### config.mk
export PLATFORM = sky130hd
export DESIGN_NAME = fsp_div_cell
export DESIGN_NICKNAME = d
export VERILOG_FILES = /design/src/hw/rtl/fsp_pkg.sv /design/src/hw/rtl/fsp_div_cell.sv
export SDC_FILE = /design/constraint.sdc
export NUM_CORES = 1
export LEC_CHECK = 0
export BUFFER_PORTS_ARGS = -buffer_cell sky130_fd_sc_hd__buf_4
export CAP_MARGIN = 20
export CORE_UTILIZATION = 51
export CTS_CLUSTER_SIZE = 14
export DETAILED_ROUTE_END_ITERATION = 8
export PLACE_DENSITY_LB_ADDON = 0.05
export SYNTH_ARGS = -nofsm -noshare
export SYNTH_HDL_FRONTEND = slang
export SYNTH_SLANG_ARGS = --single-unit
### constraint.sdc
create_clock -name clk -period 1.15 [get_ports clk]
set_input_delay 0.0575 -clock clk [delete_from_list [all_inputs] [get_ports clk]]
set_output_delay 0.0575 -clock clk [all_outputs]
set_load 0.03 [all_outputs]
### src/hw/rtl/fsp_pkg.sv
package fsp_pkg;

    localparam int INDEX_BITS    = 16;
    localparam int CORDIC_STAGES = 18;
    localparam int QUOT_BITS     = 31;
    localparam int VEC_BITS      = 34;

    localparam logic [31:0] GOLDEN_TURNS = 32'h61C88647;
    localparam logic signed [VEC_BITS-1:0] CORDIC_K = 34'sd652032874;

    // configuration register indexes
    localparam logic REG_POINT_COUNT   = 1'b0;
    localparam logic REG_SPHERE_RADIUS = 1'b1;

    // item moving through the divider cells
    typedef struct packed {
        logic                  valid;
        logic                  err;
        logic                  neg;
        logic                  flip;
        logic [31:0]           phase;
        logic [INDEX_BITS:0]   rem;
        logic [QUOT_BITS-1:0]  quot;
    } div_item_t;

    // item moving through the rotation cells: polar and azimuth vectors
    typedef struct packed {
        logic                        valid;
        logic                        err;
        logic                        flip;
        logic signed [VEC_BITS-1:0]  px;
        logic signed [VEC_BITS-1:0]  py;
        logic signed [VEC_BITS-1:0]  pz;
        logic signed [VEC_BITS-1:0]  ax;
        logic signed [VEC_BITS-1:0]  ay;
        logic signed [VEC_BITS-1:0]  az;
    } cordic_item_t;

    // arctangent of 2^-i in turns, Q0.32
    function automatic logic [31:0] atan_turns(input logic [4:0] i);
        logic [31:0] v;
        case (i)
            5'd0:    v = 32'h20000000;
            5'd1:    v = 32'h12E4051E;
            5'd2:    v = 32'h09FB385B;
            5'd3:    v = 32'h051111D4;
            5'd4:    v = 32'h028B0D43;
            5'd5:    v = 32'h0145D7E1;
            5'd6:    v = 32'h00A2F61E;
            5'd7:    v = 32'h00517C55;
            5'd8:    v = 32'h0028BE53;
            5'd9:    v = 32'h00145F2F;
            5'd10:   v = 32'h000A2F98;
            5'd11:   v = 32'h000517CC;
            5'd12:   v = 32'h00028BE6;
            5'd13:   v = 32'h000145F3;
            5'd14:   v = 32'h0000A2FA;
            5'd15:   v = 32'h0000517D;
            5'd16:   v = 32'h000028BE;
            5'd17:   v = 32'h0000145F;
            5'd18:   v = 32'h00000A30;
            5'd19:   v = 32'h00000518;
            5'd20:   v = 32'h0000028C;
            5'd21:   v = 32'h00000146;
            5'd22:   v = 32'h000000A3;
            5'd23:   v = 32'h00000051;
            5'd24:   v = 32'h00000029;
            5'd25:   v = 32'h00000014;
            5'd26:   v = 32'h0000000A;
            5'd27:   v = 32'h00000005;
            5'd28:   v = 32'h00000003;
            5'd29:   v = 32'h00000001;
            5'd30:   v = 32'h00000001;
            default: v = 32'h00000000;
        endcase
        return v;
    endfunction

endpackage

### src/hw/rtl/fsp_div_cell.sv
module fsp_div_cell
    import fsp_pkg::*;
(
    input  logic                  clk,
    input  logic                  rst_n,
    input  logic                  en,
    input  logic [INDEX_BITS-1:0] count,
    input  div_item_t             din,
    output div_item_t             dout
);

    div_item_t             item_reg;
    div_item_t             item_next;
    logic [INDEX_BITS+1:0] rem2;
    logic [INDEX_BITS+1:0] diff;
    logic                  ge;

    // one restoring step: one quotient bit
    always_comb
    begin
        rem2      = {din.rem, 1'b0};
        diff      = rem2 - {2'b00, count};
        ge        = (rem2 >= {2'b00, count});
        item_next = din;
        item_next.rem  = ge ? diff[INDEX_BITS:0] : rem2[INDEX_BITS:0];
        item_next.quot = {din.quot[QUOT_BITS-2:0], ge};
    end

    always_ff @(posedge clk or negedge rst_n)
    begin
        if (!rst_n)
        begin
            item_reg <= '0;
        end
        else if (en)
        begin
            item_reg <= item_next;
        end
    end

    assign dout = item_reg;

endmodule

-- After elaboration in Yosys (flattened, before gate mapping)
Cells that the tools add are included.
- bits in registers: 84
- input bits: 103
- output and inout port bits: 84
- word-level logic and storage cells: 10
- add/sub/neg operators: 1
- magnitude comparators: 1
- multiplexer cells: 1
- operator list (operator ; number):
    $ge 18x16->1 ; 1
    $mux 17 ; 1
    $sub 17x16->17 ; 1

-- Depth between registers and ports, before layout
- word-level depth: 2
- mapped depth: 10
- mapped depth without buffers: 9

-- Worst setup path after synthesis
Ideal clock, no wire load.
- kind: input to register
- from: input count[2]
- to: register item_reg (netlist bit dout[36])
- setup time: 0.137 ns
- arrival: 2.029 ns
- data required time: 1.013 ns
- slack: -1.016 ns
- stages: 10
- buffers on the path: 1
- path through: inv_1 -> ha_1 -> nor2b_4 -> o21a_1 -> or4_4 -> a311oi_4 -> o211ai_4 -> buf_6 -> mux2i_1 -> a21oi_1
- word-level cells in the longest chain between the ends: 2
- elaborated cells between the ends (all ways): 3
- classes of those cells: add/sub (1); order compare (1); mux (1)
- ends and longest elaborated chain (what ; line ; text):
    start, declared ; fsp_div_cell.sv:7 ; input logic [INDEX_BITS-1:0] count,
    $sub 17x16->17 or $ge 18x16->1 (tied branches) ; fsp_div_cell.sv:22, fsp_div_cell.sv:23 ;
    $mux 17 (*) ; fsp_div_cell.sv:25 ; item_next.rem = ge ? diff[INDEX_BITS:0] : rem2[INDEX_BITS:0];
    end signal, assigned ; fsp_div_cell.sv:37 ; item_reg <= item_next;
    end, declared ; fsp_div_cell.sv:12 ; div_item_t item_reg;
Mark *: on every way between the ends. The rest lies on a longest branch, timed or not.
A chain may end at the register's enable or synchronous reset.

-- Worst setup path after layout
- from: input count[4]
- to: register item_reg (netlist bit dout[46])
Same word-level chain as after synthesis.

==> qor.txt <==
initial antenna violation count: 1
CP required: 1450 ps
routed length per instance: 29.6 um
Diodes inserted: 0
failing checks: design-rule violations, negative setup slack
Syn Area/Cell: 12.1 um2
CP peak stage delay: 520 ps
depth of the worst hold-timing path: 4
Pleak: 0.00357 uW
fin nets: 787
max reg flops: 84
gr usage total: 42.3%
top cell type by total area after synthesis: dfrtp_1
H-tree levels: 3
Slew Viols, Final: 0
total power: 10100 uW
total CTS buffers: 9
DR vias/cell: 6.66
final setup fails: 18
Layout Utilization: 96.1%
Clock Latency Late Sink: 370 ps
Placement Setup Slack: -1210 ps
worst slew pin tran: 617 ps
Slowest-stage cell, CP: or4_4
reg-to-reg endpoint: dout[46]
crit path launch type: primary input
critical path, cell by cell: buf_4, inv_1, ha_1, nor2_1, inv_1, or4_4, a311oi_4, buf_4, o211a_4, a31oi_1, o21ai_1
Hold Path Origin: din[43]
core area: 7730 um2
Area growth, synth to finish: 82.5%
main combinational cell family by area after synthesis: multiplexers
Syn Nets: 457
most common library cells after synthesis: dfrtp_1, mux2_2, nor2_1, inv_1, a21oi_1
Final Cell Area: 7430 um2
std cell rows: 32
post-synthesis compound-gate area fraction: 10.4%
number of global-route vias before repair: 4820
placed cell count: 667
hold worst-path end: dout[44]
Simple-Gate Fraction of Synth Area: 6.42%
period utilization: 208%
initial DRC count: 816
layout cells sized above 1: 56.7%
Max VDD drop: 0.959 mV
stages on the worst setup path: 11
RSZ-0062 raised after global routing: true
CTS tree: yes
post-synthesis mux area share: 20.5%
power density over the cells: 1360 nW/um2
Area after DPL: 6080 um2
routed wire length: 22900 um
largest net degree at the start of global routing: 28
Top FF cell, synth: dfrtp_1
CTS clk-pin slew, worst paths: 110 ps
Final Hold Viols: 0
async set or reset register ratio after synthesis: 100%
EDFF count, synth: 0
Pre-Repair DR Iteration Count: 9
Tmin final: 2390 ps
Initial Utilization: 52.7%
outcome: finished with violations
die area: 8340 um2
Port Buf Inserts: 185
ANT nets after route: 0
grt ovf: 0
CP delay by family, top: compound AO/OA/AOI/OAI gates
DR vias: 5156
first-pass GRT wire length: 26300 um
PnR worst setup slack: -1240 ps
HPWL Detailed: 8060 um
worst reg-to-reg setup slack: -250 ps
sequential area share after synthesis: 51.6%
CTS root buf: clkbuf_8
Crit Path Category: in -> reg
RePlAce Congestion: 0.855
clock tree buffer depth: 2
Slew headroom: 58.7%
r2r worst-path depth: 3
Cell Area, Synth: 4070 um2
top post-synthesis cells by area: dfrtp_1, mux2_2, ha_1
CP endpoint kind: flop
Non-Filler Instances: 774
adder-cell share of the synthesized area: 5.41%
FILL cells: 138
clock sink count: 84
crit path DAT: 2700 ps
top-count cell post-synth: dfrtp_1
Max-Cap Viols: 0
HP Class: in -> reg
IO Count: 187
Clock Skews: 0 ps
Synth cell types: 42
Fmax achieved: 418 MHz
Die X: 91.3 um
DRC Markers: 103
synthesized flop and latch total: 84
synthesized instance count: 337
crit-path max FO: 8
xor/xnor share of the synthesized area: 2.15%
YS warnings: 0
WP buf/inv: 4
Synth top area share: 51.6%
Die Y: 91.3 um
worst r2r src: dout[46]
-- how the worst max path moves through the flow --
stage / endpoint / slack [ps] / from
floorplan: dout[36] / -930 / din[31]
global placement: dout[33] / -1150 / din[31]
detailed placement: dout[36] / -1210 / din[31]
CTS: dout[35] / -780 / count[1]
global route: dout[46] / -1330 / count[8]
finish: dout[46] / -1240 / count[4]
-- area by class of cell --
type,count,area (um2),share of cell area (%)
timing repair buffer,331,2790,37.5
sequential,84,2100,28.3
multi-input combinational,218,2080,28.1
tap,102,128,1.72
clock buffer,9,124,1.67
clock inverter,7,108,1.45
inverter,23,93.8,1.26
-- power breakdown --
group	internal, uW	switching (uW)	total (uW)
clock network	1260	1370	2630
registers	3300	298	3600
logic	1680	2170	3840
total	6240	3840	10100
-- cell usage in the layout, fill, tap and decap left out, drive strengths merged, types with 2 or more instances in the layout --
cell	instances
nand2	10
dlygate4sd3	75
a21o	3
clkinv	3
xnor2	9
mux2i	9
dfrtp	84
a311oi	2
bufinv	2
nand2b	3
a21oi	20
o21a	6
o221ai	2
nor3	4
ha	16
buf	256
nor2	25
o211a	2
o21bai	2
o22ai	2
mux2	66
nand4	2
clkbuf	9
a31oi	5
nand3	4
nor2b	3
o21ai	9
inv	25
o211ai	2
-- cell families after synthesis --
kind of cell,count (synthesis)
DFF,84
muxes,75
AOI/OAI and AO/OA,60
and+or+nand+nor,55
buffers and inverters,36
adders and majority gates,17
xor gates and xnor gates,10
-- per-stage QoR --
stage	hold WS (ps)	setup TNS, ps
2_1_floorplan	-238	-15620
3_3_place_gp	-12.7	-19910
3_5_place_dp	-12.3	-20800
4_1_cts	32.5	-12540
5_1_grt	57.8	-20330
6_report	73.0	-18590
-- what timing repair did --
| item | CTS | global route |
|---|---|---|
| pin swaps | 24 | 27 |
| hold buffers | 75 | 0 |
| gates cloned | 1 | 0 |
| buffers inserted | 4 | 12 |
| resized for setup | 20 | 31 |
| hold endpoints to repair | 158 | 0 |
| endpoints found under the setup margin | 18 | 18 |
-- layer usage --
layer | track usage [%] | vias to the layer above | routed length (um)
li1 | - | 1856 | -
met1 | 45.9 | 2389 | 7030
met5 | 0 | - | 0
met2 | 73.9 | 633 | 10600
met3 | 11.7 | 278 | 2770
met4 | 24.5 | 0 | 2540
-- worst min-delay path: cells and delay by family --
family	cells	cell delay (ps)
buffers and inverters	2	200
AOI/OAI and AO/OA	1	90
and+or+nand+nor	1	60
(Power assumes the default switching activity.)
